File: config.mk
export PLATFORM = sky130hd
export DESIGN_NAME = qte_coef
export DESIGN_NICKNAME = d
export VERILOG_FILES = /design/src/rtl/qte_pkg.sv /design/src/rtl/qte_coef.sv
export SDC_FILE = /design/constraint.sdc
export NUM_CORES = 2
export LEC_CHECK = 0
export ABC_CLOCK_PERIOD_IN_PS = 7100
export BUFFER_PORTS_ARGS = -buffer_cell sky130_fd_sc_hd__buf_4
export CORE_ASPECT_RATIO = 1.75
export CORE_UTILIZATION = 30
export DETAILED_ROUTE_END_ITERATION = 12
export GPL_ROUTABILITY_DRIVEN = 1
export PLACE_DENSITY_LB_ADDON = 0.1
export SYNTH_ARGS = -nofsm -noshare
export SYNTH_HDL_FRONTEND = slang
export SYNTH_SLANG_ARGS = --single-unit
export TNS_END_PERCENT = 20
File: constraint.sdc
create_clock -name clk -period 7.1 [get_ports clk]
set_input_delay 0.71 -clock clk [delete_from_list [all_inputs] [get_ports clk]]
set_output_delay 0.71 -clock clk [all_outputs]
set_load 0.005 [all_outputs]
File: src/rtl/qte_pkg.sv
`timescale 1ns / 1ps
// Shared types, constants and arithmetic helpers for the quintic trajectory evaluator.
// No dependencies; every other file of the block but qte_queue imports this package.
package qte_pkg;

  // Field widths
  localparam int DATA_W    = 32;               // Q16.16 registers and results
  localparam int TIME_W    = 17;               // Q1.16 time, one integer bit for 1.0
  localparam int TIME_FRAC = 16;
  localparam logic [TIME_W-1:0] TIME_ONE = TIME_W'(1) << TIME_FRAC;
  localparam int TIME_HALF = 1 << (TIME_FRAC - 1);

  // Doubled coefficients and Horner accumulators stay below 2^45 in magnitude
  localparam int ACC_W  = 48;
  localparam int PROD_W = ACC_W + TIME_W + 1;

  // Configuration register map
  localparam int NUM_REGS  = 6;
  localparam int CFG_IDX_W = 3;
  localparam logic [CFG_IDX_W-1:0] REG_START_POS = CFG_IDX_W'(0);
  localparam logic [CFG_IDX_W-1:0] REG_START_VEL = CFG_IDX_W'(1);
  localparam logic [CFG_IDX_W-1:0] REG_START_ACC = CFG_IDX_W'(2);
  localparam logic [CFG_IDX_W-1:0] REG_END_POS   = CFG_IDX_W'(3);
  localparam logic [CFG_IDX_W-1:0] REG_END_VEL   = CFG_IDX_W'(4);
  localparam logic [CFG_IDX_W-1:0] REG_END_ACC   = CFG_IDX_W'(5);

  // Polynomial term counts: position, first and second derivative
  localparam int POS_TERMS = 6;
  localparam int VEL_TERMS = 5;
  localparam int ACC_TERMS = 4;

  // Cycles the input is held off after a register write while coefficients settle
  localparam int SETTLE_CYCLES = 6;
  localparam int SETTLE_W      = 3;

  localparam int QUEUE_DEPTH_DEF = 4;

  // Doubled coefficients, highest power first
  typedef struct packed {
    logic [POS_TERMS-1:0][ACC_W-1:0] pc;
    logic [VEL_TERMS-1:0][ACC_W-1:0] vc;
    logic [ACC_TERMS-1:0][ACC_W-1:0] ac;
  } coef_t;

  // One Horner step: floor((acc*t + half) / 2^16) + c
  function automatic logic signed [ACC_W-1:0] horner_step(
      input logic signed [ACC_W-1:0] acc,
      input logic [TIME_W-1:0]       t,
      input logic signed [ACC_W-1:0] c);
    logic signed [PROD_W-1:0] prod;
    logic signed [PROD_W-1:0] shifted;
    prod    = acc * $signed({1'b0, t});
    prod    = prod + PROD_W'(TIME_HALF);
    shifted = prod >>> TIME_FRAC;
    return $signed(shifted[ACC_W-1:0]) + c;
  endfunction

  // Undo the doubling with round half up, then clamp to the result range
  function automatic logic [DATA_W-1:0] round_sat(input logic signed [ACC_W-1:0] d);
    logic signed [ACC_W:0] dx;
    logic signed [ACC_W:0] r;
    logic                  fits;
    dx   = {d[ACC_W-1], d};
    dx   = dx + (ACC_W+1)'(1);
    r    = dx >>> 1;
    fits = (r[ACC_W:DATA_W-1] == '0) || (r[ACC_W:DATA_W-1] == '1);
    if (fits) begin
      return r[DATA_W-1:0];
    end else if (r[ACC_W]) begin
      return {1'b1, {(DATA_W-1){1'b0}}};
    end else begin
      return {1'b0, {(DATA_W-1){1'b1}}};
    end
  endfunction

endpackage

File: src/rtl/qte_coef.sv
`timescale 1ns / 1ps
// Boundary-condition registers and the five-stage pipeline that forms the doubled
// position, velocity and acceleration coefficients. Depends on qte_pkg.
module qte_coef (
  input  logic                           clk,
  input  logic                           rst_n,
  input  logic                           cfg_we,
  input  logic [qte_pkg::CFG_IDX_W-1:0]  cfg_index,
  input  logic [qte_pkg::DATA_W-1:0]     cfg_data,
  output qte_pkg::coef_t                 coef
);
  import qte_pkg::*;

  logic signed [DATA_W-1:0] p0_r, v0_r, c0_r, p1_r, v1_r, c1_r;

  // Register writes; indexes past the map are dropped
  always_ff @(posedge clk) begin
    if (!rst_n) begin
      p0_r <= '0;
      v0_r <= '0;
      c0_r <= '0;
      p1_r <= '0;
      v1_r <= '0;
      c1_r <= '0;
    end else if (cfg_we) begin
      unique case (cfg_index)
        REG_START_POS: p0_r <= cfg_data;
        REG_START_VEL: v0_r <= cfg_data;
        REG_START_ACC: c0_r <= cfg_data;
        REG_END_POS:   p1_r <= cfg_data;
        REG_END_VEL:   v1_r <= cfg_data;
        REG_END_ACC:   c1_r <= cfg_data;
        default: ;
      endcase
    end
  end

  logic signed [ACC_W-1:0] p0x, v0x, c0x, p1x, v1x, c1x;
  assign p0x = ACC_W'(p0_r);
  assign v0x = ACC_W'(v0_r);
  assign c0x = ACC_W'(c0_r);
  assign p1x = ACC_W'(p1_r);
  assign v1x = ACC_W'(v1_r);
  assign c1x = ACC_W'(c1_r);

  logic signed [ACC_W-1:0] b0_1_r, b1_1_r, b2_1_r, y1_1_r, y2_1_r, y3_1_r;
  logic signed [ACC_W-1:0] b0_2_r, b1_2_r, b2_2_r, y1_2_r, y2_2_r, b3_2_r;
  logic signed [ACC_W-1:0] b0_3_r, b1_3_r, b2_3_r, y1_3_r, b3_3_r, b4_3_r;
  logic signed [ACC_W-1:0] b0_4_r, b1_4_r, b2_4_r, b3_4_r, b4_4_r, b5_4_r;
  coef_t                   coef_r;

  always_ff @(posedge clk) begin
    // stage 1: low coefficients and boundary residuals
    b0_1_r <= p0x <<< 1;
    b1_1_r <= v0x <<< 1;
    b2_1_r <= c0x;
    y1_1_r <= (p1x <<< 1) - (p0x <<< 1) - (v0x <<< 1) - c0x;
    y2_1_r <= (v1x <<< 1) - (v0x <<< 1) - (c0x <<< 1);
    y3_1_r <= c1x - c0x;

    // stage 2: b3 = 10 y1 - 4 y2 + y3
    b0_2_r <= b0_1_r;
    b1_2_r <= b1_1_r;
    b2_2_r <= b2_1_r;
    y1_2_r <= y1_1_r;
    y2_2_r <= y2_1_r;
    b3_2_r <= (y1_1_r <<< 3) + (y1_1_r <<< 1) - (y2_1_r <<< 2) + y3_1_r;

    // stage 3: b4 = 5 y1 - y2 - 2 b3
    b0_3_r <= b0_2_r;
    b1_3_r <= b1_2_r;
    b2_3_r <= b2_2_r;
    y1_3_r <= y1_2_r;
    b3_3_r <= b3_2_r;
    b4_3_r <= (y1_2_r <<< 2) + y1_2_r - y2_2_r - (b3_2_r <<< 1);

    // stage 4: b5 = y1 - b4 - b3
    b0_4_r <= b0_3_r;
    b1_4_r <= b1_3_r;
    b2_4_r <= b2_3_r;
    b3_4_r <= b3_3_r;
    b4_4_r <= b4_3_r;
    b5_4_r <= y1_3_r - b4_3_r - b3_3_r;

    // stage 5: derivative coefficient scaling
    coef_r.pc[0] <= b5_4_r;
    coef_r.pc[1] <= b4_4_r;
    coef_r.pc[2] <= b3_4_r;
    coef_r.pc[3] <= b2_4_r;
    coef_r.pc[4] <= b1_4_r;
    coef_r.pc[5] <= b0_4_r;
    coef_r.vc[0] <= (b5_4_r <<< 2) + b5_4_r;
    coef_r.vc[1] <= b4_4_r <<< 2;
    coef_r.vc[2] <= (b3_4_r <<< 1) + b3_4_r;
    coef_r.vc[3] <= b2_4_r <<< 1;
    coef_r.vc[4] <= b1_4_r;
    coef_r.ac[0] <= (b5_4_r <<< 4) + (b5_4_r <<< 2);
    coef_r.ac[1] <= (b4_4_r <<< 3) + (b4_4_r <<< 2);
    coef_r.ac[2] <= (b3_4_r <<< 2) + (b3_4_r <<< 1);
    coef_r.ac[3] <= b2_4_r <<< 1;
  end

  assign coef = coef_r;

endmodule

==> impl_metrics.env <==
export IMPL_r2r_slack_ns=0.76
export IMPL_coreArea_um2=203000
export IMPL_cts_tree="done"
export IMPL_synth_top_family_by_area="adder cells"
export IMPL_synth_compound_area_share_pct=14.5
export IMPL_syn_area_per_cell_um2=10.2
export IMPL_synth_top_cell_area_share_pct=46.3
export IMPL_min_period_over_period_pct=89.3
export IMPL_hold_end="p0_r[12]$_SDFFE_PN0P_"
export IMPL_drt_iter0_markers=1281
export IMPL_whs_path_depth=3
export IMPL_yosysMostFrequentCell="dfxtp_1"
export IMPL_regArea_um2=28400
export IMPL_maxCapViolations=0
export IMPL_cts_root_buf="clkbuf_16"
export IMPL_r2r_start="y1_2_r[8]$_DFF_P_"
export IMPL_ys_async_sr_fraction_pct=0
export IMPL_hp_start="cfg_data[12]"
export IMPL_met1_usage_pct=18.2
export IMPL_initial_core_util_pct=30.2
export IMPL_grt_ovfl_total=0
export IMPL_path_max_fanout=6
export IMPL_ys_warn_count=0
export IMPL_htree_levels=4
export IMPL_numCtsBuffers=151
export IMPL_reg2reg_depth=22
export IMPL_yosys_area_share_simple_pct=8.67
export IMPL_dieWidth_um=344
export IMPL_worst_pin_slew_ns=1.37
export IMPL_port_buffers=745
export IMPL_multiInputGateArea_um2=27800
export IMPL_finalInstanceArea_um2=72600
export IMPL_cts_hold_buf=0
export IMPL_die_h_um=601
export IMPL_synth_flop_cell="dfxtp_1"
export IMPL_final_layout_size_suffix_gt1_share_pct=16.2
export IMPL_hold_viol_final=0
export IMPL_synth_seq_area_share_pct=46.3
export IMPL_dpl_hpwl_um=136000
export IMPL_first_global_vias=43200
export IMPL_place_area_um2=67300
export IMPL_clock_path_buffers=4
export IMPL_dieArea_um2=207000
export IMPL_ctsResizeCount=0
export IMPL_clkTransAtPathRegs_ns=0.06
export IMPL_utilization_pct=35.7
export IMPL_fin_crit_ns=6.34
export IMPL_report_final_slew_viol_count=0
export IMPL_wl_um=171000
export IMPL_met3_usage_pct=2.38
export IMPL_drc=0
export IMPL_arrival_ns=6.99
export IMPL_synthXorXnorAreaFrac_pct=5.15
export IMPL_top_usage_layer="met2"
export IMPL_synth_seq_cells=1421
export IMPL_antenna_found_initial=4
export IMPL_muxShareOfSynthArea_pct=0.0652
export IMPL_rsz0062_at_grt="no"
export IMPL_synth_area_leaders="dfxtp_1, ha_1, fa_1, buf_4, nand2_1"
export IMPL_gp_congestion=0.869
export IMPL_cts_sinks=1421
export IMPL_finalSetupViolations=0
export IMPL_r2r_end="b4_3_r[47]$_DFF_P_"
export IMPL_status="complete, no violations"
export IMPL_detail_route_antenna_nets=0
export IMPL_routed_via_density=4.46
export IMPL_critPathLaunchType="flop"
export IMPL_grt_use_total_pct=16.2
export IMPL_area_delta_synth_final_pct=18.1
export IMPL_wire_per_inst_um=18.6
export IMPL_fin_skew_ns=0.0328
export IMPL_synthTopCellsByCount="dfxtp_1, nand2_1, inv_1"
export IMPL_tns_ns=0
export IMPL_syn_inst=6021
export IMPL_maxSlewHeadroom_pct=6.39
export IMPL_required_ns=7.75
export IMPL_grt_max_degree=105
export IMPL_synth_cell_types=85
export IMPL_syn_area_um2=61400
export IMPL_row_count=219
export IMPL_n_fill_cell=20500
export IMPL_path_class="reg2reg"
export IMPL_max_clock_freq_mhz=158
export IMPL_synth_edf_count=0
export IMPL_worst_setup_path_end_kind="flop"
export IMPL_post_synth_top_area_cell="dfxtp_1"
export IMPL_clock_latency_ns=0.82
export IMPL_num_vias=41100
export IMPL_drt_first_pass_iters=5
export IMPL_hold_class="in2reg"
export IMPL_synthAdderAreaFrac_pct=16.6
export IMPL_grt_util_met2_pct=30.3
export IMPL_io_pins=758
export IMPL_final_nets=7149
export IMPL_grt_pass1_wl_um=257000
export IMPL_cts_setup_buffers=0
## layer usage
| layer | part of all wire, % | vias to the layer above |
|---|---|---|
| met2 | 52 | 948 |
| li1 | - | 20600 |
| met3 | 3.8 | 279 |
| met4 | 3.6 | 2 |
| met5 | 0.0076 | - |
| met1 | 41 | 19300 |
## layout make-up
| cell class | count | share of cell area, % |
|---|---|---|
| sequential | 1421 | 39.2 |
| multi-input combinational | 3553 | 38.2 |
| timing repair buffer | 754 | 7.80 |
| clock buffer | 193 | 5.90 |
| tap | 2652 | 4.57 |
| inverter | 565 | 2.92 |
| clock inverter | 69 | 1.33 |
| antenna | 11 | 0.0379 |
## critical path: stages, from the launching register on
cell       delay (ns)
dfxtp_1          0.32
inv_1            0.09
fa_1             0.54
inv_1            0.04
ha_1             0.34
a2111oi_0        0.58
nand3_1          0.36
nand4_1          0.23
a211o_1          0.20
o21a_1           0.26
o21bai_1         0.10
a21oi_1          0.17
xnor2_1          0.09
ha_1             0.39
nand4_1          0.14
nor3_1           0.53
o2111ai_1        0.20
a31o_2           0.32
nand3b_1         0.14
and3_1           0.29
a21oi_1          0.16
o21ai_0          0.49
a32oi_1          0.20
## how the worst max path moves through the flow
stage,startpoint,endpoint,cells past startpoint
6_report,y1_2_r[8]$_DFF_P_,b4_3_r[47]$_DFF_P_,22
5_1_grt,y1_2_r[8]$_DFF_P_,b4_3_r[47]$_DFF_P_,22
4_1_cts,y1_2_r[8]$_DFF_P_,b4_3_r[47]$_DFF_P_,22
3_5_place_dp,y1_2_r[8]$_DFF_P_,b4_3_r[47]$_DFF_P_,22
3_3_place_gp,y1_2_r[0]$_DFF_P_,b4_3_r[43]$_DFF_P_,22
2_1_floorplan,y1_2_r[0]$_DFF_P_,b4_3_r[43]$_DFF_P_,23
## flip-flops by register name, indices dropped and copies added, names as in the netlist, 35 cells and up
name and flops:
b3_4_r 42, b5_4_r 48, coef 367, b3_2_r 42, b4_3_r 48, y1_3_r 35, y1_2_r 36, y1_1_r 36
b3_3_r 42, b4_4_r 48
## metrics by stage
stage | hold WS, ns | cells | setup WS, ns
after floorplan | 0.310 | 6032 | 2.19
after global placement | 0.312 | 8945 | 0.825
after detailed placement | 0.312 | 8945 | 0.695
after CTS | 0.139 | 9207 | 0.675
after global routing | 0.166 | 9217 | 0.272
final | 0.189 | 9218 | 0.762
## placed cells by master (no fill, tap or decap), types with 26 or more instances in the layout
cell / instances
inv_1: 565
a21boi_0: 204
xnor2_1: 244
buf_4: 754
a211oi_1: 31
o21a_1: 54
o21bai_1: 55
xor2_1: 117
clkbuf_8: 26
nand3_1: 67
a31oi_1: 34
clkbuf_16: 155
dfxtp_1: 1420
a21o_1: 235
a21oi_1: 339
nand4_1: 58
nand2b_1: 50
clkinv_2: 26
nor2b_1: 56
nor2_1: 201
ha_1: 411
nand2_1: 591
nor3_1: 43
o21ai_0: 187
fa_1: 254
## logic make-up (layout without fill, tap and decap cells)
| family | Yosys count | after routing |
|---|---|---|
| flip-flops | 1421 | 1421 |
| AO/OA/AOI/OAI | 1332 | 1332 |
| AND/OR/NAND/NOR | 1179 | 1179 |
| buffers and inverters | 1058 | 1581 |
| adder cells (fa/ha/maj) | 665 | 665 |
| XOR/XNOR | 361 | 361 |
| multiplexers | 4 | 4 |
| other | 1 | 23 |
Power is not shown: default switching activity piles up to over one toggle a cycle in this logic, so the estimate is an artifact.
