`src/rtl/qte_queue.sv`:
```
`timescale 1ns / 1ps
// Small register FIFO between the accepting front and the evaluation back end.
// Standalone; no package dependency.
module qte_queue #(
  parameter int DEPTH = 4,
  parameter int WIDTH = 17
) (
  input  logic             clk,
  input  logic             rst_n,
  input  logic             push,
  input  logic [WIDTH-1:0] push_data,
  output logic             full,
  input  logic             pop,
  output logic [WIDTH-1:0] pop_data,
  output logic             empty
);
  localparam int PTR_W = (DEPTH > 1) ? $clog2(DEPTH) : 1;
  localparam int CNT_W = $clog2(DEPTH + 1);

  logic [WIDTH-1:0] mem_r [DEPTH];
  logic [PTR_W-1:0] wr_ptr_r, rd_ptr_r;
  logic [CNT_W-1:0] count_r;
  logic             do_push, do_pop;

  assign full     = (count_r == CNT_W'(DEPTH));
  assign empty    = (count_r == '0);
  assign do_push  = push && !full;
  assign do_pop   = pop && !empty;
  assign pop_data = mem_r[rd_ptr_r];

  // storage
  always_ff @(posedge clk) begin
    if (do_push) begin
      mem_r[wr_ptr_r] <= push_data;
    end
  end

  // pointers and fill count
  always_ff @(posedge clk) begin
    if (!rst_n) begin
      wr_ptr_r <= '0;
      rd_ptr_r <= '0;
      count_r  <= '0;
    end else begin
      if (do_push) begin
        wr_ptr_r <= (wr_ptr_r == PTR_W'(DEPTH - 1)) ? '0 : wr_ptr_r + 1'b1;
      end
      if (do_pop) begin
        rd_ptr_r <= (rd_ptr_r == PTR_W'(DEPTH - 1)) ? '0 : rd_ptr_r + 1'b1;
      end
      if (do_push && !do_pop) begin
        count_r <= count_r + 1'b1;
      end else if (do_pop && !do_push) begin
        count_r <= count_r - 1'b1;
      end
    end
  end

  a_count_bound: assert property (@(posedge clk) disable iff (!rst_n)
    count_r <= CNT_W'(DEPTH))
    else $error("queue fill count beyond depth");

  a_push_grows: assert property (@(posedge clk) disable iff (!rst_n)
    do_push && !do_pop |=> count_r == $past(count_r) + 1'b1)
    else $error("queue count did not grow on push");

endmodule

```
`config.mk`:
```
export PLATFORM = sky130hd
export DESIGN_NAME = qte_queue
export DESIGN_NICKNAME = d
export VERILOG_FILES = /design/src/rtl/qte_queue.sv
export SDC_FILE = /design/constraint.sdc
export NUM_CORES = 1
export LEC_CHECK = 0
export BUFFER_PORTS_ARGS = -buffer_cell sky130_fd_sc_hd__buf_2
export CAP_MARGIN = 40
export CORE_MARGIN = 5
export CORE_UTILIZATION = 55
export DETAILED_ROUTE_END_ITERATION = 16
export GPL_ROUTABILITY_DRIVEN = 0
export PLACE_DENSITY = 0.84
export SLEW_MARGIN = 20
export SYNTH_ARGS = -nofsm -noshare
export SYNTH_HDL_FRONTEND = slang
export SYNTH_SLANG_ARGS = --single-unit
```
`constraint.sdc`:
```
create_clock -name clk -period 2.3 [get_ports clk]
set_input_delay 0.23 -clock clk [delete_from_list [all_inputs] [get_ports clk]]
set_output_delay 0.23 -clock clk [all_outputs]
set_load 0.05 [all_outputs]
```
==> results.md, run 1 <==
• **time the worst path needs with I/O delays and setup** 2.105 ns
• **DIE WIDTH** 83.52 um
• **number of H-tree branching levels** 3
• **number of filler instances in the final layout** 327
• **number of nets at the end of the flow** 221
• **maximum number of pins on one net before global-route repair** 18
• **type of element launching the critical path** flip-flop
• **per-cell routed wire length** 18.62 um
• **critical path class** flip-flop to flip-flop
• **number of distinct library cells after synthesis** 25
• **quantity of gates resized following cts** 0
• **Die Span Y** 83.52 um
• **maximum clock skew at final layout** 0.008559 ns
• **Slew Viols, Final** 0
• **Floorplan Core Area** 0.005172 mm^2
• **result of the run** completed
• **library cell occupying the most area in the post-synthesis netlist** sky130_fd_sc_hd__edfxtp_1
• **endpoints failing hold** 0
• **ratio of cells with drive above 1 in the final layout** 38.89%
• **global route total overflow** 0
• **unrepaired setup endpoints after global routing** no
• **starting utilization of the core area** 57.47%
• **synthesized flop and latch total** 77
• **signed area change from the synthesized netlist to the final layout** 17.05%
• **type of destination of the critical path** flip-flop
• **sequential share of the synthesized area** 74.75%
• **CTS tree** built
• **FP Rows** 26
• **top library cells by usage in the layout, fill and taps aside** 68 x sky130_fd_sc_hd__edfxtp_1, 39 x sky130_fd_sc_hd__buf_2, 10 x sky130_fd_sc_hd__mux4_2
• **worst-path maximum fanout** 5
• **dominant cells by area after synthesis** sky130_fd_sc_hd__edfxtp_1 69%, sky130_fd_sc_hd__mux4_2 7.6%, sky130_fd_sc_hd__mux4_1 6.2%
• **most common library cell in the layout ignoring fill and taps** sky130_fd_sc_hd__edfxtp_1
• **Clock Pin Slew Worst Setup and Hold Paths** 0.08 ns
• **slew margin rel.** 75.38%
• **commonest register cell after synthesis** sky130_fd_sc_hd__edfxtp_1
• **root buf cell** sky130_fd_sc_hd__clkbuf_8
• **Clk Latency, worst-skew pair** 0.35 ns
• **CP Data Required Time** 2.57 ns
• **number of clock buffers inserted by TritonCTS** 9
• **number of DRC violations after detailed routing** 0
• **initial antenna violation count** 1
• **highest clock frequency the design can meet** 0.4751 GHz
• **routed wire length** 5009 um
• **DRT antenna net count** 0
• **number of setup buffers added after CTS** 0
• **final setup violation count** 0
• **worst-case clock buffer depth** 2
• **mean number of vias per cell** 5.420
• **drt initial violations** 83
• **setup TNS** 0 ns
• **number of enable-type register cells in the synthesized netlist** 68
• **Tightest Hold Check Type** input pin to flip-flop
• **first-pass GRT wire length** 8142 um
• **via count of the first global-routing pass** 1606
• **Synth top area share** 68.69%
• **endpoint arrival time on the critical path** 2.38 ns
• **number of buffer cells added on primary ports** 39
• **Max IR drop VDD** 0.0006774 V
• **number of vias after detailed routing** 1458
• **first-pass iteration count of the detailed router** 4
• **leakage dissipation** 1.238 nW
• **Slew @ Worst Pin** 0.3693 ns
• **total routing usage reported by global routing** 15.78%
• **instance count of the mapped netlist** 140
• **final instance count without filler cells** 269
• **clock sink count** 77
• **maximum capacitance violations** 0
• **part of the cycle the worst path needs** 91.52%
• **pwr dens** 1183 mW/mm^2
• **ports placed on the boundary** 40
• **Die Area** 0.006976 mm^2
• **Async S/R FF share, synth** 0%
• **Post-Synthesis Cell Area** 0.002973 mm^2
• **DP Cell Count** 252
• **hold-fix buffers at CTS** 0
• **half-perimeter wire length after detailed placement** 3465 um
• **syn avg cell area** 21.23 um^2
• **Yosys Warn Count** 0
• **Synth Net Count** 168
per-stage QoR:
stage               power, W  hold slack, ns  worst slack [ns]  cell area, um^2  utilization (%)
global route        0.004311         0.06779           0.03297             3480            67.27
CTS                 0.004149         0.08089           0.09315             3470            67.08
finish              0.004115         0.09238            0.1951             3480            67.27
global placement    0.003128          0.4398            0.3075             3279            63.40
detailed placement  0.003192          0.4507            0.1168             3279            63.40
floorplan           0.002901          0.3289            0.1479             2979                -
flip-flops by register name (all words and copies together) (netlist names), named ones only:
register,flops
count_r,3
mem_r,68
wr_ptr_r,2
rd_ptr_r,2
synthesized netlist by cell type (2+ instances only):
cell / count
sky130_fd_sc_hd__and2_1: 5
sky130_fd_sc_hd__edfxtp_1: 68
sky130_fd_sc_hd__mux4_1: 7
sky130_fd_sc_hd__buf_2: 3
sky130_fd_sc_hd__dfxtp_1: 9
sky130_fd_sc_hd__mux4_2: 10
sky130_fd_sc_hd__ha_1: 6
sky130_fd_sc_hd__nor2b_1: 2
sky130_fd_sc_hd__nand3_1: 2
sky130_fd_sc_hd__o21ai_0: 3
sky130_fd_sc_hd__nor2_1: 2
sky130_fd_sc_hd__nand2_1: 6
sky130_fd_sc_hd__mux2i_1: 3
sky130_fd_sc_hd__inv_1: 3
final timing paths:
| path | from | end | slack [ns] | cells after the start |
|---|---|---|---|---|
| setup reg to reg | count_r[2] | count_r[2] | 0.20 | 8 |
| setup / recovery | count_r[2] | count_r[2] | 0.20 | 8 |
| hold / removal | push_data[4] | mem_r[0][4] | 0.09 | 1 |
| hold reg to reg | wr_ptr_r[1] | wr_ptr_r[1] | 0.52 | 2 |
where the power goes:
group          leakage [nW]  switching, W  internal, W
sequential            0.698     0.0000908      0.00171
combinational         0.452      0.000907     0.000448
clock                0.0887      0.000466     0.000492
total                  1.24       0.00146      0.00265
per-layer routing:
layer / track usage (%) / wire, um / up-vias
met5: 0 / 0 / -
met4: 8.772 / 157 / 0
met3: 5.035 / 277 / 14
met2: 26.09 / 2621 / 44
met1: 18.21 / 1952 / 729
li1: - / - / 671
worst max-delay path, cell delays in order (launching register included):
cell and delay (ns):
sky130_fd_sc_hd__dfxtp_1 0.35, sky130_fd_sc_hd__nor3b_4 0.17, sky130_fd_sc_hd__nor2b_1 0.18, sky130_fd_sc_hd__ha_1 0.24
sky130_fd_sc_hd__inv_1 0.07, sky130_fd_sc_hd__fa_1 0.37, sky130_fd_sc_hd__xor2_1 0.16, sky130_fd_sc_hd__or3_1 0.32
sky130_fd_sc_hd__a21boi_0 0.17
logic make-up after synthesis:
| kind of cell | after synthesis | synth area share (%) |
|---|---|---|
| AO/OA/AOI/OAI | 5 | 1.010 |
| XOR/XNOR | 2 | 0.5893 |
| adder cells (fa/ha/maj) | 7 | 3.199 |
| buffers and inverters | 9 | 2.062 |
| flip-flops | 77 | 74.75 |
| multiplexers | 20 | 14.77 |
| AND/OR/NAND/NOR | 20 | 3.619 |
cell type report:
cell class / count / area (um^2) / area share [%]
Timing Repair Buffer: 48 / 262.8 / 7.551
Clock inverter: 7 / 66.31 / 1.906
Clock buffer: 9 / 123.9 / 3.560
Multi-Input combinational cell: 54 / 700.7 / 20.14
Inverter: 3 / 11.26 / 0.3236
Tap cell: 70 / 87.58 / 2.517
Antenna cell: 1 / 2.502 / 0.07192
Sequential cell: 77 / 2225 / 63.93
Power figures use the tool's default switching activity.
==> inputs of run 2 (changes only) <==
--- a/config.mk
+++ b/config.mk
@@ -8,10 +8,11 @@
 export BUFFER_PORTS_ARGS = -buffer_cell sky130_fd_sc_hd__buf_2
 export CAP_MARGIN = 40
 export CORE_MARGIN = 5
-export CORE_UTILIZATION = 55
+export CORE_UTILIZATION = 52
 export DETAILED_ROUTE_END_ITERATION = 16
 export GPL_ROUTABILITY_DRIVEN = 0
-export PLACE_DENSITY = 0.84
+export GPL_TIMING_DRIVEN = 1
+export PLACE_DENSITY = 0.8
 export SLEW_MARGIN = 20
 export SYNTH_ARGS = -nofsm -noshare
 export SYNTH_HDL_FRONTEND = slang
==> run 2 against run 1 <==
- worst hold slack improved by 0.0089 ns
- largest cell class unchanged
- via count rose by 0.21%
- power rose by 4.7%
- core utilization fell by 3.7 points
- clock-buffer cell count did not move
- fmax fell by 4.0%
- clock skew fell by 0.0033 ns
- final area rose by 1.2%
- first-iteration DRC count fell by 37%
- combinational power barely moved
- wire length fell by 1.7%
==> results.md, run 2 (same netlist as run 1, synthesis figures left out) <==
• **type of destination of the critical path** flip-flop
• **Clock Pin Slew Worst Setup and Hold Paths** 0.07 ns
• **Met3 Wirelength** 230 um
• **maximum clock skew at final layout** 0.005277 ns
• **DIE WIDTH** 85.61 um
• **number of diodes added for antenna fixing** 0
• **number of clock buffers inserted by TritonCTS** 9
• **unrepaired setup endpoints after global routing** no
• **max FFs per register** 68
• **area taken by flip-flops and latches** 0.002225 mm^2
• **maximum capacitance violations** 0
• **endpoint arrival time on the critical path** 2.43 ns
• **kind of cell with the highest combined delay on the critical path** adder cells
• **Clk Latency, worst-skew pair** 0.34 ns
• **total routing usage reported by global routing** 15.26%
• **area of combinational cells with multiple inputs** 695.7 um^2
• **part of the cycle the worst path needs** 95.29%
• **critical path class** flip-flop to flip-flop
• **first-pass iteration count of the detailed router** 4
• **starting utilization of the core area** 53.66%
• **Met1 Routed Length** 1902 um
• **pwr dens** 1224 mW/mm^2
• **result of the run** completed
• **crit path cell chain** o31ai_1 > ha_1 > inv_1 > fa_1 > xor2_1 > or3_1 > a21boi_0
• **number of setup buffers added after CTS** 0
• **Tightest Hold Check Type** input pin to flip-flop
• **CTS tree** built
• **setup TNS** 0 ns
• **Floorplan Core Area** 0.005540 mm^2
• **clock sink count** 77
• **Slew Viols, Final** 0
• **top library cells by usage in the layout, fill and taps aside** 68 x sky130_fd_sc_hd__edfxtp_1, 39 x sky130_fd_sc_hd__buf_2, 10 x sky130_fd_sc_hd__mux4_2
• **Die Span Y** 85.61 um
• **Final Util** 63.57%
• **ports placed on the boundary** 40
• **number of buffer cells added on primary ports** 39
• **DR top layer** met4
• **half-perimeter wire length after detailed placement** 3306 um
• **leakage dissipation** 1.263 nW
• **Slew @ Worst Pin** 0.3178 ns
• **Buf/Inv on CP** 1
• **Die Area** 0.007329 mm^2
• **per-cell routed wire length** 18.24 um
• **time the worst path needs with I/O delays and setup** 2.192 ns
• **drt initial violations** 52
• **highest clock frequency the design can meet** 0.4563 GHz
• **root buf cell** sky130_fd_sc_hd__clkbuf_8
• **CP Data Required Time** 2.54 ns
• **CP max stage cell** sky130_fd_sc_hd__fa_1
• **mean number of vias per cell** 5.411
• **FP Rows** 27
• **DP Cell Count** 254
• **most common library cell in the layout ignoring fill and taps** sky130_fd_sc_hd__edfxtp_1
• **worst-case clock buffer depth** 2
• **number of H-tree branching levels** 3
• **worst-path maximum fanout** 5
• **endpoints failing hold** 0
• **number of DRC violations after detailed routing** 0
• **Max IR drop VDD** 0.0008428 V
• **signed area change from the synthesized netlist to the final layout** 18.48%
• **routed wire length** 4924 um
• **delay of the slowest cell on the worst path** 0.37 ns
• **number of vias after detailed routing** 1461
• **type of element launching the critical path** flip-flop
• **final instance count without filler cells** 270
• **register containing the most flip-flops in the final layout** mem_r
• **final instance area** 0.003522 mm^2
• **slew margin rel.** 78.81%
• **initial antenna violation count** 0
• **DP Area** 0.003282 mm^2
• **via count of the first global-routing pass** 1609
• **maximum number of pins on one net before global-route repair** 18
• **final setup violation count** 0
• **first-pass GRT wire length** 8004 um
• **registers with the most flip-flops** mem_r: 68 flops, count_r: 3 flops
• **number of nets at the end of the flow** 221
• **ratio of cells with drive above 1 in the final layout** 38.38%
• **routed wl met2** 2705 um
• **DRT antenna net count** 0
• **global route total overflow** 0
• **number of filler instances in the final layout** 383
-- run 2: repair_timing --
action / in CTS / in global routing
hold buffers: 0 / 0
setup endpoints to repair: 0 / 1
resized for setup: 0 / 2
-- run 2: worst paths after layout --
check	depth (start not counted)	slack, ns	start	endpoint
setup / recovery	7	0.11	count_r[1]	count_r[2]
hold / removal	1	0.10	push_data[8]	mem_r[0][8]
setup reg to reg	7	0.11	count_r[1]	count_r[2]
hold reg to reg	2	0.54	wr_ptr_r[1]	wr_ptr_r[1]
-- run 2: stage by stage --
stage          total power, W  worst slack, ns  hold WS, ns
5_1_grt              0.004498          0.02095      0.08178
4_1_cts              0.004370          0.02605      0.08060
2_1_floorplan        0.002901           0.1479       0.3289
6_report             0.004310           0.1084       0.1013
3_3_place_gp         0.003127           0.3114       0.4377
3_5_place_dp         0.003197          0.05935       0.4487
-- run 2: worst reg2reg max path: stages, from the launching register on --
cell and delay [ns]:
sky130_fd_sc_hd__dfxtp_2 0.36, sky130_fd_sc_hd__o31ai_1 0.33, sky130_fd_sc_hd__ha_1 0.26, sky130_fd_sc_hd__inv_1 0.07, sky130_fd_sc_hd__fa_1 0.37, sky130_fd_sc_hd__xor2_1 0.16
sky130_fd_sc_hd__or3_1 0.32, sky130_fd_sc_hd__a21boi_0 0.23
-- run 2: per-layer routing --
layer,up-vias,track usage (%)
li1,669,-
met1,748,15.78
met2,36,27.68
met3,8,4.419
met4,0,8.201
met5,-,0
-- run 2: layout make-up --
class | count | share of cell area, %
Tap cell | 72 | 2.558
Sequential cell | 77 | 63.16
Clock inverter | 7 | 3.233
Multi-Input combinational cell | 54 | 19.75
Inverter | 3 | 0.3197
Timing Repair Buffer | 48 | 7.460
Clock buffer | 9 | 3.517
-- run 2: power by group --
group          internal, W  leakage [nW]  switching (W)
Clock             0.000714         0.113       0.000452
Sequential         0.00171         0.698      0.0000801
Combinational     0.000445         0.452       0.000908
Total              0.00287          1.26        0.00144
