File: src/rtl/qte_pkg.sv
`timescale 1ns / 1ps
// Shared types, constants and arithmetic helpers for the quintic trajectory evaluator.
// No dependencies; every other file of the block but qte_queue imports this package.
package qte_pkg;

  // Field widths
  localparam int DATA_W    = 32;               // Q16.16 registers and results
  localparam int TIME_W    = 17;               // Q1.16 time, one integer bit for 1.0
  localparam int TIME_FRAC = 16;
  localparam logic [TIME_W-1:0] TIME_ONE = TIME_W'(1) << TIME_FRAC;
  localparam int TIME_HALF = 1 << (TIME_FRAC - 1);

  // Doubled coefficients and Horner accumulators stay below 2^45 in magnitude
  localparam int ACC_W  = 48;
  localparam int PROD_W = ACC_W + TIME_W + 1;

  // Configuration register map
  localparam int NUM_REGS  = 6;
  localparam int CFG_IDX_W = 3;
  localparam logic [CFG_IDX_W-1:0] REG_START_POS = CFG_IDX_W'(0);
  localparam logic [CFG_IDX_W-1:0] REG_START_VEL = CFG_IDX_W'(1);
  localparam logic [CFG_IDX_W-1:0] REG_START_ACC = CFG_IDX_W'(2);
  localparam logic [CFG_IDX_W-1:0] REG_END_POS   = CFG_IDX_W'(3);
  localparam logic [CFG_IDX_W-1:0] REG_END_VEL   = CFG_IDX_W'(4);
  localparam logic [CFG_IDX_W-1:0] REG_END_ACC   = CFG_IDX_W'(5);

  // Polynomial term counts: position, first and second derivative
  localparam int POS_TERMS = 6;
  localparam int VEL_TERMS = 5;
  localparam int ACC_TERMS = 4;

  // Cycles the input is held off after a register write while coefficients settle
  localparam int SETTLE_CYCLES = 6;
  localparam int SETTLE_W      = 3;

  localparam int QUEUE_DEPTH_DEF = 4;

  // Doubled coefficients, highest power first
  typedef struct packed {
    logic [POS_TERMS-1:0][ACC_W-1:0] pc;
    logic [VEL_TERMS-1:0][ACC_W-1:0] vc;
    logic [ACC_TERMS-1:0][ACC_W-1:0] ac;
  } coef_t;

  // One Horner step: floor((acc*t + half) / 2^16) + c
  function automatic logic signed [ACC_W-1:0] horner_step(
      input logic signed [ACC_W-1:0] acc,
      input logic [TIME_W-1:0]       t,
      input logic signed [ACC_W-1:0] c);
    logic signed [PROD_W-1:0] prod;
    logic signed [PROD_W-1:0] shifted;
    prod    = acc * $signed({1'b0, t});
    prod    = prod + PROD_W'(TIME_HALF);
    shifted = prod >>> TIME_FRAC;
    return $signed(shifted[ACC_W-1:0]) + c;
  endfunction

  // Undo the doubling with round half up, then clamp to the result range
  function automatic logic [DATA_W-1:0] round_sat(input logic signed [ACC_W-1:0] d);
    logic signed [ACC_W:0] dx;
    logic signed [ACC_W:0] r;
    logic                  fits;
    dx   = {d[ACC_W-1], d};
    dx   = dx + (ACC_W+1)'(1);
    r    = dx >>> 1;
    fits = (r[ACC_W:DATA_W-1] == '0) || (r[ACC_W:DATA_W-1] == '1);
    if (fits) begin
      return r[DATA_W-1:0];
    end else if (r[ACC_W]) begin
      return {1'b1, {(DATA_W-1){1'b0}}};
    end else begin
      return {1'b0, {(DATA_W-1){1'b1}}};
    end
  endfunction

endpackage

File: src/rtl/qte_if.sv
`timescale 1ns / 1ps
// Valid/ready channel interfaces for time samples in and trajectory results out.
// Depends on qte_pkg for field widths.
interface qte_in_if;
  import qte_pkg::*;
  logic              valid;
  logic              ready;
  logic [TIME_W-1:0] time_point;

  modport source (output valid, output time_point, input ready);
  modport sink   (input valid, input time_point, output ready);
endinterface


File: src/rtl/qte_front.sv
`timescale 1ns / 1ps
// Input side: accepts time beats, clamps them to 1.0 and pushes them into the queue;
// holds the input off while coefficients settle after a register write. Uses qte_pkg.
module qte_front (
  input  logic                        clk,
  input  logic                        rst_n,
  input  logic                        cfg_we,
  qte_in_if.sink                      in_chan,
  input  logic                        queue_full,
  output logic                        push,
  output logic [qte_pkg::TIME_W-1:0]  push_data
);
  import qte_pkg::*;

  logic [SETTLE_W-1:0] settle_r;

  // settle countdown, restarted by every register write and by reset
  always_ff @(posedge clk) begin
    if (!rst_n) begin
      settle_r <= SETTLE_W'(SETTLE_CYCLES);
    end else if (cfg_we) begin
      settle_r <= SETTLE_W'(SETTLE_CYCLES);
    end else if (settle_r != '0) begin
      settle_r <= settle_r - 1'b1;
    end
  end

  assign in_chan.ready = !queue_full && (settle_r == '0);
  assign push          = in_chan.valid && in_chan.ready;

  // times past 1.0 evaluate at 1.0
  assign push_data = (in_chan.time_point > TIME_ONE) ? TIME_ONE : in_chan.time_point;

  a_hold_after_cfg: assert property (@(posedge clk) disable iff (!rst_n)
    cfg_we |=> !in_chan.ready)
    else $error("input taken while coefficients settle");

  a_time_clamped: assert property (@(posedge clk) disable iff (!rst_n)
    push |-> push_data <= TIME_ONE)
    else $error("queued time beyond 1.0");

endmodule

File: src/flat_wrapper.sv
// flat-port wrapper written by rule: the top's interface ports become plain ports
module qte_front_flat import qte_pkg::*;
  (clk, rst_n, cfg_we, queue_full, push, push_data, in_chan_valid, in_chan_time_point, in_chan_ready);
  qte_in_if in_chan_i ();
  input  logic clk;
  input  logic rst_n;
  input  logic cfg_we;
  input  logic queue_full;
  output logic push;
  output logic [qte_pkg::TIME_W-1:0] push_data;
  input wire logic [$bits(in_chan_i.valid)-1:0] in_chan_valid;
  input wire logic [$bits(in_chan_i.time_point)-1:0] in_chan_time_point;
  output wire logic [$bits(in_chan_i.ready)-1:0] in_chan_ready;
  assign in_chan_i.valid = in_chan_valid;
  assign in_chan_i.time_point = in_chan_time_point;
  assign in_chan_ready = in_chan_i.ready;
  qte_front u_core (.clk(clk), .rst_n(rst_n), .cfg_we(cfg_we), .in_chan(in_chan_i), .queue_full(queue_full), .push(push), .push_data(push_data));
endmodule
File: config.mk
export PLATFORM = sky130hd
export DESIGN_NAME = qte_front_flat
export DESIGN_NICKNAME = d
export VERILOG_FILES = /design/src/rtl/qte_pkg.sv /design/src/rtl/qte_if.sv /design/src/rtl/qte_front.sv /design/src/flat_wrapper.sv
export SDC_FILE = /design/constraint.sdc
export NUM_CORES = 1
export LEC_CHECK = 0
export BUFFER_PORTS_ARGS = -buffer_cell sky130_fd_sc_hd__buf_2
export CELL_PAD_IN_SITES_DETAIL_PLACEMENT = 1
export CELL_PAD_IN_SITES_GLOBAL_PLACEMENT = 1
export CORE_UTILIZATION = 23
export CTS_BUF_LIST = sky130_fd_sc_hd__clkbuf_4
export CTS_CLUSTER_SIZE = 30
export DETAILED_ROUTE_END_ITERATION = 7
export PLACE_DENSITY = 0.9
export SKIP_CTS_REPAIR_TIMING = 1
export SYNTH_ARGS = -nofsm -noshare
export SYNTH_HDL_FRONTEND = slang
export SYNTH_SLANG_ARGS = --single-unit
File: constraint.sdc
create_clock -name clk -period 3.1 [get_ports clk]
set_clock_uncertainty 0.05 [all_clocks]
set_input_delay 0.62 -clock clk [delete_from_list [all_inputs] [get_ports clk]]
set_output_delay 0.62 -clock clk [all_outputs]
set_load 0.05 [all_outputs]
==> impl_metrics.toml, run 1 <==
[job]
drv_cap = 0

[die]
die_width_microns = 42.0
fp-row-count = 14
fp.dieArea_sq_um = 1760
core-area_sq_um = 1510
io_pins = 41
start_util = 0.244
die_height_microns = 42.0

[routing]
firstDrtPassIters = 4
wire_per_inst_microns = 11.9
vias = 444
drt-total-wl_mm = 1.20
drtIter0Drc = 6
drc = 0
viasPerCell = 4.40
ant_nets = 0

[global_route]
use_met3 = 0.0474
antenna_found_initial = 0
grt_max_degree = 11
use_met1 = 0.170
grt_first_pass_wirelength_mm = 1.98
gr-total-overflow = 0
top_usage_layer = "met2"
met2_usage = 0.253
grt_pass1_vias = 440
grt_usage = 0.162

[hold_path]
min_from = "u_core.settle_r[1]$_SDFFE_PP1P_"
hold_class = "reg2reg"

[finish]
multi_input_area_sq_um = 293
fillers = 196
largest_register = "u_core.settle_r"
diodes = 0
seq_area_sq_um = 60.1
largest_reg_flops = 3
design_area_sq_um = 614
drive_gt1_frac = 0.588
top_regs = "u_core.settle_r x3"
syn_to_final_growth_pct = 67.0
layout.nets = 110
final_util = 0.408

[timing]
worst_slack_ps = 596
period_needed_ps = 2500
hold_violations = 0
rsz0062_at_grt = "false"
relSlewSlack = 0.740
maxSlewViolCount = 0
finalCritPeriodShare = 0.808
fmax_mhz = 399
worst-slew-pin-transition_ps = 386
setup_viol = 0
worst_hold_slack_ps = 469
fin_tns_setup_ps = 0

[clock_network]
h-tree-depth = 1
cts_buffers = 3
clockBufferDepth = 2
cts_sinks = 3
cts_tree = "yes"
cts_root_buffer = "clkbuf_4"
clk_latency_ps = 240
clkTransAtPathRegs_ps = 40

[synthesis]
syn_area_sq_um = 368
synth_fa_ha_area_frac = 0.0680
synth.yosys.warnings = 0
muxShareOfSynthArea = 0.0272
avgSynthCellArea_sq_um = 8.76
synth-compound-area-share = 0.0884
yosysSeqAreaShare = 0.163
synthTopCellsByArea = "nor2b_1 (27%), dfxtp_1 (16%), nor4_4 (12%)"
synth-seq-cells = 3
yosysTopAreaCell = "nor2b_1"
synth_top_family_by_area = "simple AND/OR/NAND/NOR gates"
synth_top_area_frac = 0.272
ys_types = 16
synth_nets = 66
yosys.area_share.simple = 0.588
syn-instance-count = 42
synth_xor_area_frac = 0.0238

[critical_path]
crit_required_ps = 2430
cp_top_family = "simple AND/OR/NAND/NOR gates"
reg2reg_from = "u_core.settle_r[0]$_SDFFE_PP0P_"
critPathLaunch = "in_chan_time_point[7]"
slowest_delay_ps = 410
crit_fanout = 10
crit_top_cell = "buf_2"
crit_path_start_kind = "input port"
slowest_stage = "nor4_2"
path_cells = "buf_2, nor4_2, a41oi_4, nor2b_1, buf_2"
worstSetupPathType = "in2out"
crit_buf_inv = 2
cp-end-kind = "output pin"
crit_arrival_ps = 1830

[placed_design]
place_area_sq_um = 584
place_congestion = 0.610
io_buffers = 40
pre_cts_ws_ps = 571

[power_and_ir_drop]
p_per_area_nw_per_um2 = 359
p_leak_nw = 0.318
ir_drop_uv = 118

[outcome]
status = "finished, final reports clean"
[through the flow]
| stage | total power [mW] | std cells |
|---|---|---|
| after global placement | 0.137 | 97 |
| final | 0.220 | 101 |
| after CTS | 0.226 | 101 |
| after floorplan | 0.106 | 42 |
| after global routing | 0.233 | 101 |
| after detailed placement | 0.140 | 97 |
[layout make-up]
cell class / instances / area share
timing repair buffer: 40 / 0.326
sequential: 3 / 0.0978
clock buffer: 4 / 0.0489
tap: 16 / 0.0326
inverter: 3 / 0.0183
multi-input combinational: 35 / 0.477
[worst register-to-register path, delay by kind of cell (launching register included)]
kind                     cells  cell delay (ps)
flip-flops                   1              290
buffers and inverters        1              110
adder cells (fa/ha/maj)      1              180
AND/OR/NAND/NOR              2              280
XOR/XNOR                     1              150
[cell usage after synthesis (all sizes together)]
library cell	number
inv	3
nand2b	1
nand2	1
a41oi	1
dfxtp	3
nor2b	17
mux2i	1
clkbuf	1
nor4	4
o21ai	1
ha	2
and2	3
xnor2	1
nor2	3
[layer usage]
| layer | vias up | part of all wire |
|---|---|---|
| met1 | 199 | 0.38 |
| met3 | 4 | 0.058 |
| li1 | 222 | - |
| met2 | 19 | 0.52 |
| met4 | 0 | 0.039 |
| met5 | - | 0 |
[report_power, final]
part           internal (mW)  total, mW  switching [mW]
sequential            0.0409     0.0418        0.000841
clock                 0.0572     0.0814          0.0242
combinational         0.0299     0.0973          0.0674
total                  0.128      0.220          0.0924
[path summary, 6_finish.rpt]
check	endpoint	slack, ps	cells past startpoint
max	push_data[1]	600	5
min	u_core.settle_r[1]$_SDFFE_PP1P_	470	2
max reg2reg	u_core.settle_r[0]$_SDFFE_PP0P_	1940	5
min reg2reg	u_core.settle_r[1]$_SDFFE_PP1P_	470	2
[logic make-up after synthesis]
group                      after synthesis
and+or+nand+nor                         29
buffers and inverters                    4
DFF                                      3
AOI/OAI and AO/OA                        2
adders and majority gates                2
xor gates and xnor gates                 1
muxes                                    1
[cell usage in the layout, fill, tap and decap left out, drive strengths merged]
master,n
nand2b,1
and2,3
nor2,3
buf,40
o21ai,1
nand2,1
mux2i,1
dfxtp,3
xnor2,1
ha,2
nor4,4
a41oi,1
nor2b,17
inv,3
clkbuf,4
No activity file was read; power rests on OpenSTA's default activity.
==> run 2: changes to the inputs <==
--- a/config.mk
+++ b/config.mk
@@ -8,11 +8,11 @@
 export BUFFER_PORTS_ARGS = -buffer_cell sky130_fd_sc_hd__buf_2
 export CELL_PAD_IN_SITES_DETAIL_PLACEMENT = 1
 export CELL_PAD_IN_SITES_GLOBAL_PLACEMENT = 1
-export CORE_UTILIZATION = 23
+export CORE_UTILIZATION = 21
 export CTS_BUF_LIST = sky130_fd_sc_hd__clkbuf_4
 export CTS_CLUSTER_SIZE = 30
 export DETAILED_ROUTE_END_ITERATION = 7
-export PLACE_DENSITY = 0.9
+export PLACE_DENSITY = 0.84
 export SKIP_CTS_REPAIR_TIMING = 1
 export SYNTH_ARGS = -nofsm -noshare
 export SYNTH_HDL_FRONTEND = slang
==> constraint.sdc (replaced) <==
create_clock -name clk -period 2.5 [get_ports clk]
set_clock_uncertainty 0.05 [all_clocks]
set_input_delay 0.5 -clock clk [delete_from_list [all_inputs] [get_ports clk]]
set_output_delay 0.5 -clock clk [all_outputs]
set_load 0.05 [all_outputs]
==> impl_metrics.toml, run 2 (same netlist as run 1, synthesis figures left out) <==
[clock_network]
clkTransAtPathRegs_ps = 30
cts_sinks = 3
cts_root_buffer = "clkbuf_4"
h-tree-depth = 1
cts_buffers = 3
clk_latency_ps = 230
clockBufferDepth = 2
cts_tree = "yes"

[power_and_ir_drop]
ir_drop_uv = 219
p_leak_nw = 0.318
p_per_area_nw_per_um2 = 433

[global_route]
grt_first_pass_wirelength_mm = 1.79
grt_usage = 0.128
antenna_found_initial = 0
grt_pass1_vias = 440
gr-total-overflow = 0
grt_max_degree = 11

[finish]
multi_input_area_sq_um = 293
drive_gt1_frac = 0.588
most-common-layout-cells = "buf_2 (40), nor2b_1 (16), clkbuf_4 (4)"
diodes = 0
seq_area_sq_um = 60.1
final_common_cell = "buf_2"
top_regs = "u_core.settle_r x3"
design_area_sq_um = 614
largest_register = "u_core.settle_r"
layout.cells.non_filler = 101
layout.nets = 110
fillers = 206
largest_reg_flops = 3
syn_to_final_growth_pct = 67.0

[critical_path]
slowest_stage = "nor4_2"
worstSetupPathType = "in2out"
crit_required_ps = 1950
crit_top_cell = "buf_2"
cp-end-kind = "output pin"
crit_path_start_kind = "input port"
crit_arrival_ps = 1670
path_cells = "buf_2, nor4_2, a41oi_4, nor2b_1, buf_2"
rr_endpoint = "u_core.settle_r[0]$_SDFFE_PP0P_"
cp_top_family = "simple AND/OR/NAND/NOR gates"
slowest_delay_ps = 350
reg2reg_from = "u_core.settle_r[0]$_SDFFE_PP0P_"
reg2reg_depth = 5
critPathLaunch = "in_chan_time_point[7]"
crit_buf_inv = 2
rrSetupSlack_ps = 1360
crit_fanout = 10

[routing]
m1WireLength_microns = 414
wire_per_inst_microns = 11.0
firstDrtPassIters = 5
drtIter0Drc = 3
vias = 434
viasPerCell = 4.30
ant_nets = 0
dr.max_layer_used = "met4"
drt-total-wl_mm = 1.11
drc = 0
wl_met2_microns = 615
wl_met3_microns = 71

[die]
fp.dieArea_sq_um = 1920
core-area_sq_um = 1580
die_height_microns = 43.9
io_pins = 41
fp-row-count = 14
die_width_microns = 43.9
start_util = 0.233

[placed_design]
io_buffers = 40
placed_cells = 97
place_area_sq_um = 584
place_congestion = 0.739
pre_cts_ws_ps = 272
post-dp-hpwl_microns = 990

[outcome]
status = "finished, final reports clean"

[hold_path]
min_from = "cfg_we"
whs_endpoint = "u_core.settle_r[2]$_SDFFE_PP1P_"
hold_class = "in2reg"
worstHoldPathCells = 3

[timing]
period_needed_ps = 2220
fin_tns_setup_ps = 0
fmax_mhz = 450
setup_viol = 0
relSlewSlack = 0.757
worst-slew-pin-transition_ps = 363
worst_slack_ps = 279
finalCritPeriodShare = 0.888
hold_violations = 0
rsz0062_at_grt = "false"
maxSlewViolCount = 0

[job]
drv_cap = 0
[run 2: area by class of cell]
type / count / area share
well taps: 16 / 0.0326
inverters: 3 / 0.0183
flip-flops and latches: 3 / 0.0978
repair buffers: 40 / 0.326
multi-input cells: 35 / 0.477
clock buffers: 4 / 0.0489
[run 2: worst max-delay path by stage]
stage | to | slack, ps | cells past startpoint
6_report | push_data[3] | 280 | 5
4_1_cts | push_data[3] | 240 | 5
3_5_place_dp | push_data[3] | 270 | 5
2_1_floorplan | push | 90 | 5
3_3_place_gp | push_data[3] | 290 | 5
5_1_grt | push_data[10] | 210 | 5
[run 2: power breakdown]
| part | leakage (nW) | switching [mW] | total, mW | internal [mW] |
|---|---|---|---|---|
| Clock | 0.0184 | 0.0239 | 0.0944 | 0.0705 |
| Combinational | 0.275 | 0.0822 | 0.119 | 0.0372 |
| Sequential | 0.0247 | 0.00119 | 0.0520 | 0.0508 |
[run 2: worst min-delay path, stage by stage]
cell     delay, ps
buf_2           70
nor2b_1         50
nand2_1         50
[run 2: through the flow]
step,total power [mW],utilization,hold WS (ps)
after floorplan,0.132,-,405
after global placement,0.171,0.371,426
after detailed placement,0.173,0.371,441
after CTS,0.271,0.390,420
after global routing,0.283,0.390,428
final,0.266,0.390,423
[run 2: metal layers]
metal | global-route usage | vias to the layer above
met1 | 0.140 | 192
met5 | 0 | -
met3 | 0.0292 | 2
li1 | - | 222
met4 | 0.0545 | 0
met2 | 0.233 | 18
==> run 3: changes to the inputs <==
--- a/config.mk
+++ b/config.mk
@@ -8,11 +8,11 @@
 export BUFFER_PORTS_ARGS = -buffer_cell sky130_fd_sc_hd__buf_2
 export CELL_PAD_IN_SITES_DETAIL_PLACEMENT = 1
 export CELL_PAD_IN_SITES_GLOBAL_PLACEMENT = 1
-export CORE_UTILIZATION = 21
+export CORE_UTILIZATION = 19
 export CTS_BUF_LIST = sky130_fd_sc_hd__clkbuf_4
 export CTS_CLUSTER_SIZE = 30
 export DETAILED_ROUTE_END_ITERATION = 7
-export PLACE_DENSITY = 0.84
+export PLACE_DENSITY = 0.8
 export SKIP_CTS_REPAIR_TIMING = 1
 export SYNTH_ARGS = -nofsm -noshare
 export SYNTH_HDL_FRONTEND = slang
==> constraint.sdc (replaced) <==
create_clock -name clk -period 1.9 [get_ports clk]
set_clock_uncertainty 0.05 [all_clocks]
set_input_delay 0.38 -clock clk [delete_from_list [all_inputs] [get_ports clk]]
set_output_delay 0.38 -clock clk [all_outputs]
set_load 0.05 [all_outputs]
==> impl_metrics.toml, run 3 (same netlist as run 1, synthesis figures left out) <==
[routing]
m1WireLength_microns = 530
drtIter0Drc = 2
viasPerCell = 4.32
wl_met2_microns = 735
vias = 488
dr.max_layer_used = "met4"
firstDrtPassIters = 2
wl_met3_microns = 129
drc = 0
wire_per_inst_microns = 12.6
ant_nets = 0
drt-total-wl_mm = 1.43

[critical_path]
slowest_stage = "nor4_4"
worstSetupPathType = "in2out"
crit_path_start_kind = "input port"
crit_fanout = 5
crit_arrival_ps = 1530
reg2reg_from = "u_core.settle_r[0]$_SDFFE_PP0P_"
slowest_delay_ps = 370
crit_required_ps = 1470
critPathLaunch = "in_chan_time_point[5]"
cp-end-kind = "output pin"
path_cells = "buf_2, nor4_4, a41oi_2, nor2b_1, buf_6"

[die]
fp.dieArea_sq_um = 2120
die_width_microns = 46
die_height_microns = 46
core-area_sq_um = 1760
fp-row-count = 15
io_pins = 41
start_util = 0.209

[placed_design]
io_buffers = 40
place_area_sq_um = 606
placed_cells = 107
pre_cts_ws_ps = -106
post-dp-hpwl_microns = 967
place_congestion = 0.672

[timing]
worst-slew-pin-transition_ps = 344
finalCritPeriodShare = 1.03
worst_slack_ps = -62.8
fmax_mhz = 509
rsz0062_at_grt = "true"
maxSlewViolCount = 0
fin_tns_setup_ps = -328
period_needed_ps = 1960
setup_viol = 8
relSlewSlack = 0.769
worst_hold_slack_ps = 307
hold_violations = 0

[finish]
final_util = 0.455
design_area_sq_um = 802
largest_register = "u_core.settle_r"
syn_to_final_growth_pct = 118
largest_reg_flops = 3
layout.cells.non_filler = 113
top_regs = "u_core.settle_r x3"
most-common-layout-cells = "buf_2 (23), buf_6 (14), nor2b_1 (13)"
diodes = 0
layout.nets = 113
drive_gt1_frac = 0.659
final_common_cell = "buf_2"

[clock_network]
clockBufferDepth = 2
clk_latency_ps = 240
h-tree-depth = 1
clkTransAtPathRegs_ps = 40
cts_sinks = 3
cts_buffers = 3
cts_tree = "yes"
cts_root_buffer = "clkbuf_4"

[power_and_ir_drop]
p_leak_nw = 0.374
power.total_mw = 0.396
p_per_area_nw_per_um2 = 494
ir_drop_uv = 189

[hold_path]
min_from = "cfg_we"
hold_class = "in2reg"

[outcome]
violations = "setup timing"
status = "finished with violations"

[global_route]
grt_max_degree = 11
grt_pass1_vias = 444
gr-total-overflow = 0
antenna_found_initial = 0
grt_usage = 0.118
grt_first_pass_wirelength_mm = 1.68

[job]
drv_cap = 0
==> run 3: layer usage <==
layer,track usage,vias up
met5,0,-
met4,0.106,0
met3,0.0278,4
met2,0.203,33
met1,0.115,217
li1,-,234
==> run 3: power by group <==
part           switching, mW  leakage, nW  total, mW  internal (mW)
combinational          0.121        0.331      0.198         0.0768
clock                 0.0367       0.0184      0.130         0.0932
sequential           0.00141       0.0247     0.0681         0.0667
total                  0.159        0.374      0.396          0.237
==> run 3: area by class of cell <==
type	instances	area (sq um)
fill	217	962
multi-input combinational	36	344
inverter	3	11.3
tap	25	31.3
timing repair buffer	42	325
sequential	3	60.1
clock buffer	4	30.0
==> run 3: final timing paths <==
kind / depth (start not counted) / to / slack [ps]
worst min-delay path: 3 / u_core.settle_r[2]$_SDFFE_PP1P_ / 310
worst max-delay path: 5 / push_data[3] / -60
worst max register to register: 5 / u_core.settle_r[0]$_SDFFE_PP0P_ / 780
worst min register to register: 2 / u_core.settle_r[2]$_SDFFE_PP1P_ / 460
==> run 3: worst max-delay path, delay by kind of cell <==
kind | cells | cell delay (ps)
buf+inv | 2 | 310
simple gates | 2 | 580
compound gates | 1 | 260
